$ cat src/hdl/ddwo_pkg.sv
// ddwo_pkg: types, constants and helper functions for the wheel odometry block
// used by ddwo_muldiv, ddwo_cordic and the top level; depends on nothing
`default_nettype none

package ddwo_pkg;

	localparam int CORDIC_STEPS_DEF = 24;
	localparam logic [32:0] COUNTER_SPAN_DEF = 33'd65536;

	localparam logic [31:0] MPT_RESET = 32'd640710;
	localparam logic [31:0] IWB_RESET = 32'd81840078;
	localparam logic [14:0] WRAP_RESET = 15'd10000;

	localparam logic signed [33:0] PI_Q28 = 34'sd843314857;
	localparam logic signed [33:0] HALF_PI_Q28 = 34'sd421657428;
	localparam logic signed [33:0] TWO_PI_Q28 = 34'sd1686629713;
	localparam logic signed [33:0] GAIN_Q30 = 34'sd652032874;
	localparam logic [63:0] ONE_Q40 = 64'd1 << 40;
	localparam logic [63:0] ONE_Q60 = 64'd1 << 60;
	localparam logic [63:0] USEC_PER_SEC = 64'd1000000;

	typedef enum logic [1:0] {
		KIND_LEFT   = 2'd0,
		KIND_RIGHT  = 2'd1,
		KIND_UPDATE = 2'd2,
		KIND_START  = 2'd3
	} kind_t;

	typedef enum logic [1:0] {
		REG_MPT  = 2'd0,
		REG_IWB  = 2'd1,
		REG_WRAP = 2'd2
	} reg_t;

	typedef enum logic [1:0] {
		MD_MUL,
		MD_DIV,
		MD_SQRT
	} md_op_t;

	typedef struct packed {
		logic   start;
		md_op_t op;
	} md_ctrl_t;

	typedef enum logic {
		CM_VECTOR,
		CM_ROTATE
	} cordic_mode_t;

	typedef struct packed {
		logic         start;
		cordic_mode_t mode;
	} cordic_ctrl_t;

	typedef enum logic [4:0] {
		ST_IDLE,
		ST_DECODE,
		ST_CNT_MUL,
		ST_U_DIFF,
		ST_U_AM,
		ST_U_SQ,
		ST_U_SQRT,
		ST_U_ATAN,
		ST_U_WRAP,
		ST_U_FOLD,
		ST_U_ROT,
		ST_U_MX,
		ST_U_MY,
		ST_U_VL,
		ST_U_VLDIV,
		ST_U_VA,
		ST_U_VADIV,
		ST_FINISH
	} state_t;

	function automatic logic signed [31:0] atan_q28(input logic [4:0] i);
		logic signed [31:0] r;
		case (i)
			5'd0:  r = 32'sd210828714;
			5'd1:  r = 32'sd124459457;
			5'd2:  r = 32'sd65760959;
			5'd3:  r = 32'sd33381290;
			5'd4:  r = 32'sd16755422;
			5'd5:  r = 32'sd8385879;
			5'd6:  r = 32'sd4193963;
			5'd7:  r = 32'sd2097109;
			5'd8:  r = 32'sd1048571;
			5'd9:  r = 32'sd524287;
			5'd10: r = 32'sd262144;
			5'd11: r = 32'sd131072;
			5'd12: r = 32'sd65536;
			5'd13: r = 32'sd32768;
			5'd14: r = 32'sd16384;
			5'd15: r = 32'sd8192;
			5'd16: r = 32'sd4096;
			5'd17: r = 32'sd2048;
			5'd18: r = 32'sd1024;
			5'd19: r = 32'sd512;
			5'd20: r = 32'sd256;
			5'd21: r = 32'sd128;
			5'd22: r = 32'sd64;
			5'd23: r = 32'sd32;
			5'd24: r = 32'sd16;
			5'd25: r = 32'sd8;
			5'd26: r = 32'sd4;
			5'd27: r = 32'sd2;
			5'd28: r = 32'sd1;
			default: r = 32'sd0;
		endcase
		return r;
	endfunction

	function automatic logic signed [31:0] sat32(input logic signed [65:0] v);
		logic signed [31:0] r;
		if (v > 66'sd2147483647) begin
			r = 32'sh7fffffff;
		end else if (v < -66'sd2147483648) begin
			r = 32'sh80000000;
		end else begin
			r = v[31:0];
		end
		return r;
	endfunction

	function automatic logic signed [31:0] sat_mag(input logic neg, input logic [63:0] q);
		logic [63:0] nq;
		logic signed [31:0] r;
		nq = -q;
		if (!neg) begin
			r = (q > 64'd2147483647) ? 32'sh7fffffff : q[31:0];
		end else begin
			r = (q > 64'd2147483648) ? 32'sh80000000 : nq[31:0];
		end
		return r;
	endfunction

	function automatic logic signed [33:0] wrap_angle(input logic signed [33:0] a);
		logic signed [33:0] r;
		if (a > PI_Q28) begin
			r = a - TWO_PI_Q28;
		end else if (a < -PI_Q28) begin
			r = a + TWO_PI_Q28;
		end else begin
			r = a;
		end
		return r;
	endfunction

endpackage

`default_nettype wire

$ cat src/hdl/ddwo_cordic.sv
// ddwo_cordic: iterative CORDIC, vectoring (atan) and rotation (sin, cos)
// one micro-rotation per cycle; uses ddwo_pkg
`default_nettype none

module ddwo_cordic #(
	parameter int STEPS = ddwo_pkg::CORDIC_STEPS_DEF
) (
	input  wire logic                   clk,
	input  wire logic                   arst_n,
	input  wire ddwo_pkg::cordic_ctrl_t ctrl,
	input  wire logic signed [33:0]     x0,
	input  wire logic signed [33:0]     y0,
	input  wire logic signed [31:0]     z0,
	output logic                        done,
	output logic signed [33:0]          x,
	output logic signed [33:0]          y,
	output logic signed [31:0]          z
);

	localparam int STEP_W = $clog2(STEPS);

	ddwo_pkg::cordic_mode_t mode_q;
	logic                   busy_q;
	logic                   done_q;
	logic [STEP_W-1:0]      cnt_q;
	logic signed [33:0]     x_q, y_q;
	logic signed [31:0]     z_q;

	logic signed [33:0] dx, dy;
	logic signed [31:0] at;
	logic               add_dir;

	assign dx = y_q >>> cnt_q;
	assign dy = x_q >>> cnt_q;
	assign at = ddwo_pkg::atan_q28(5'(cnt_q));
	assign add_dir = (mode_q == ddwo_pkg::CM_VECTOR) ? !y_q[33] : z_q[31];

	always_ff @(posedge clk or negedge arst_n) begin
		if (!arst_n) begin
			busy_q <= 1'b0;
			done_q <= 1'b0;
			mode_q <= ddwo_pkg::CM_VECTOR;
			cnt_q <= '0;
		end else begin
			done_q <= 1'b0;
			if (ctrl.start) begin
				busy_q <= 1'b1;
				mode_q <= ctrl.mode;
				cnt_q <= '0;
			end else if (busy_q) begin
				if (cnt_q == STEP_W'(STEPS - 1)) begin
					busy_q <= 1'b0;
					done_q <= 1'b1;
				end else begin
					cnt_q <= cnt_q + 1'b1;
				end
			end
		end
	end

	always_ff @(posedge clk) begin
		if (ctrl.start) begin
			x_q <= x0;
			y_q <= y0;
			z_q <= z0;
		end else if (busy_q) begin
			if (add_dir) begin
				x_q <= x_q + dx;
				y_q <= y_q - dy;
				z_q <= z_q + at;
			end else begin
				x_q <= x_q - dx;
				y_q <= y_q + dy;
				z_q <= z_q - at;
			end
		end
	end

	assign done = done_q;
	assign x = x_q;
	assign y = y_q;
	assign z = z_q;

endmodule

`default_nettype wire

$ cat config.mk
export PLATFORM = sky130hd
export DESIGN_NAME = ddwo_cordic
export DESIGN_NICKNAME = d
export VERILOG_FILES = /design/src/hdl/ddwo_pkg.sv /design/src/hdl/ddwo_cordic.sv
export SDC_FILE = /design/constraint.sdc
export NUM_CORES = 1
export LEC_CHECK = 0
export ABC_AREA = 1
export BUFFER_PORTS_ARGS = -buffer_cell sky130_fd_sc_hd__buf_4
export CAP_MARGIN = 40
export CELL_PAD_IN_SITES_DETAIL_PLACEMENT = 0
export CELL_PAD_IN_SITES_GLOBAL_PLACEMENT = 1
export CORE_MARGIN = 2
export CORE_UTILIZATION = 30
export CTS_CLUSTER_SIZE = 20
export DETAILED_ROUTE_END_ITERATION = 10
export PLACE_DENSITY_LB_ADDON = 0.1
export SLEW_MARGIN = 20
export SYNTH_ARGS = -nofsm -noshare
export SYNTH_HDL_FRONTEND = slang
export SYNTH_SLANG_ARGS = --single-unit
$ cat constraint.sdc
create_clock -name clk -period 5.55 [get_ports clk]
set_clock_uncertainty 0.05 [all_clocks]
set_input_delay 1.3875 -clock clk [delete_from_list [all_inputs] [get_ports clk]]
set_output_delay 1.3875 -clock clk [all_outputs]
set_load 0.005 [all_outputs]
==> results by group <==
Status
  • Status: finished clean

Run
  • Max Cap Viol: 0

Worst setup path
  • Setup CP Type: flop to flop
  • Worst EP arrival: between 5 and 6 ns
  • Setup slack, reg-to-reg: 0.32 ns
  • R2r startpoint: cnt_q[1]
  • Crit-path leading delay family: simple AND/OR/NAND/NOR gates
  • CP Launch Point: cnt_q[1]
  • Crit path buffers/inverters: 3
  • CP endpoint: z[25]
  • Critical path depth: 24
  • R2r endpoint: z[25]
  • Crit-path slowest cell: dfrtp_2
  • CP max FO: 33
  • Largest stage delay on the critical path: slightly below 0.5 ns
  • CP most frequent cell: nand3_1
  • Worst endpoint required time: about 5.7 ns
  • Crit end category: flop
  • Setup crit start kind: flop
  • Worst R2R Path Depth: 24
  • Critical-path cell list: inv_8, buf_4, ha_1, nand2_1, clkinv_1, nor2_2, a22oi_2, ha_1, nand4_1, nor3_2, nand3_1, nor2_1, nand3_1, nand2_2, xor2_1, ha_1, a21oi_1, o21ai_0, a21oi_1, nand3_1, a21o_1, or2_2, nand3_1, nand2_1

Global routing
  • Largest net degree at the start of global routing: 67
  • GR Overflow Total: 0
  • GRT Util Overall: 0.255
  • Antenna violations before repair: 0
  • Vias in the first global route: 18700
  • First-pass GRT wire length: roughly 120 mm

Placed design
  • Setup slack at placement: 0.194 ns
  • Post-DP HPWL: 63.1 mm
  • Port-buffer cells: 204
  • GPL Wtd Cong: 0.952

Routing
  • Drt initial violations: between 1000 and 1500
  • Routed wire length: between 70 and 80 mm
  • Remaining antenna violation count: 0
  • DRC Markers: 0
  • Routed wire per std cell: 20.2 um
  • Drt first pass iters: 7
  • Via count: 19400
  • Drt via density: 5.13

Floorplan
  • Core area: 56400 um2
  • I/O pins: between 200 and 250
  • Initial Util: 0.304
  • Row Count: 87
  • DIE WIDTH: about 240 um
  • Full die area: 59000 um2
  • Die height: 243 um

Finish
  • Final net count: 3238
  • Area Growth Syn to Fin: 16.4%
  • Filler cells: 6435
  • Fraction of layout cells with a size suffix above 1: 0.159
  • Antenna Cells: 0

STA
  • Fin worst setup slack: 0.324 ns
  • Final min period: roughly 5.2 ns
  • RSZ-0062 raised after global routing: yes
  • Least-Margin Pin Slew: 0.768 ns
  • Hold Vio Cnt, Final: 0
  • Relative slew slack: 0.483
  • Final cycle utilization of the critical path: 0.942
  • Fmax achieved: about 190 MHz
  • Slew Limit Fails: 0
  • Setup violations, final: 0

Clock tree
  • Setup bufs post-CTS: 0
  • CTS tree: built
  • Worst skew pair latency: 0.41 ns
  • Htree depth: 3
  • CTS buffer count: 9
  • Worst-path clk slew: 0.08 ns
  • Max Root-Sink Buffers: 2
  • Clock root buffer: clkbuf_16
  • CTS Sinks: 108

Synthesis
  • Syn Std Cell Area: 17100 um2
  • Top FF cell, synth: edfxtp_1
  • Async S/R FF share, synth: 0.0741
  • Yosys reg bits: 108
  • Sequential share of the synthesized area: 0.187
  • Syn. warnings: 0
  • EDFF count, synth: 100
  • Syn_nets: 3053
  • Mean Syn Cell Area: 6.03 um2
  • Post-synthesis cell count: 2837
  • Post-synth cell types: 60

Min path
  • HP Class: flop to flop
worst min-delay path by stage:
stage | cells past startpoint | slack, ns | endpoint | start
after global routing | 2 | 0.52 | mode_q | mode_q
after global placement | 2 | 0.47 | done | busy_q
after detailed placement | 2 | 0.46 | done | busy_q
final | 2 | 0.48 | done | busy_q
after floorplan | 2 | 0.41 | done | busy_q
after CTS | 2 | 0.49 | done | busy_q
registers in the layout (all words and copies together) (netlist names):
| signal | count |
|---|---|
| busy_q | 1 |
| cnt_q | 5 |
| done | 1 |
| mode_q | 1 |
| x | 34 |
| y | 34 |
| z | 32 |
through the flow:
stage / utilization / TNS, ns / cell area, um2 / hold slack (ns) / instances
3_5_place_dp: 0.348 / 0 / 19600 / 0.464 / 3767
4_1_cts: 0.352 / 0 / 19900 / 0.487 / 3783
5_1_grt: 0.353 / -0.0382 / 19900 / 0.519 / 3783
3_3_place_gp: 0.348 / 0 / 19600 / 0.468 / 3767
6_report: 0.353 / 0 / 19900 / 0.475 / 3783
2_1_floorplan: - / 0 / 17100 / 0.410 / 2837
routing by layer:
metal	track usage	share of wire	wire length, um
met1	0.356	0.48	36400
met2	0.417	0.46	35000
met3	0.0259	0.037	2850
met4	0.0673	0.025	1920
met5	0	0	0
cell usage after synthesis, types with 21 or more instances:
cell      instances  area share
inv_1           238       0.052
a21oi_1         120       0.035
a21o_1           21      0.0092
nand2_2          25      0.0091
inv_2            24      0.0053
xor2_1           64       0.033
nand2_1        1006        0.22
or2_2            52       0.019
clkbuf_1         32      0.0070
nor3_1           26      0.0076
nand3_2          27       0.016
nor2_1          199       0.044
ha_1            109       0.080
nand4_1          22      0.0080
buf_2            34      0.0099
edfxtp_1        100        0.18
xnor2_1          26       0.013
nand3_1         378        0.11
a31oi_1          27      0.0099
o21ai_0         106       0.031
cell usage in the layout (no fill, tap or decap), types with 11 or more instances in the layout:
cell / Yosys / routed
nor2_4: 10 / 12
nand2_2: 25 / 25
nand3b_1: 11 / 11
nor2_1: 199 / 198
xnor2_1: 26 / 26
o21ai_1: 17 / 21
o21ai_0: 106 / 102
nand4_1: 22 / 22
nand2_1: 1006 / 1005
buf_4: 5 / 269
nand3_2: 27 / 27
a21oi_1: 120 / 119
a21o_1: 21 / 21
edfxtp_1: 100 / 100
ha_1: 109 / 109
nand3_1: 378 / 378
inv_2: 24 / 25
nor3_1: 26 / 26
xor2_1: 64 / 64
or2_2: 52 / 52
inv_1: 238 / 238
a31oi_1: 27 / 27
cell type report:
cell class	instances	area, um2	share of cell area
inverters	268	1020	0.0513
well taps	756	946	0.0475
clock buffers	11	233	0.0117
flip-flops and latches	108	3210	0.161
clock inverters	5	26.3	0.00132
repair buffers	276	2140	0.108
multi-input cells	2359	12300	0.620
repair_timing:
item                                    in CTS  in global routing
gates resized for setup                      0                 16
endpoints found under the setup margin       0                 16
hold buffers                                 0                  0
cells by family (layout without fill, tap and decap cells):
family / Yosys count / after routing / synth area share
and+or+nand+nor: 1792 / 1792 / 0.463
xor gates and xnor gates: 90 / 90 / 0.0461
DFF: 108 / 108 / 0.187
buffers and inverters: 370 / 560 / 0.0942
adders and majority gates: 112 / 112 / 0.0832
AOI/OAI and AO/OA: 365 / 365 / 0.127
tightest hold or removal path: stages, from the launching register on:
cell and delay, ns:
dfrtp_1 0.33, inv_1 0.07, nor2_1 0.10
Power is not shown: default switching activity piles up to over one toggle a cycle in this logic, so the estimate is an artifact.
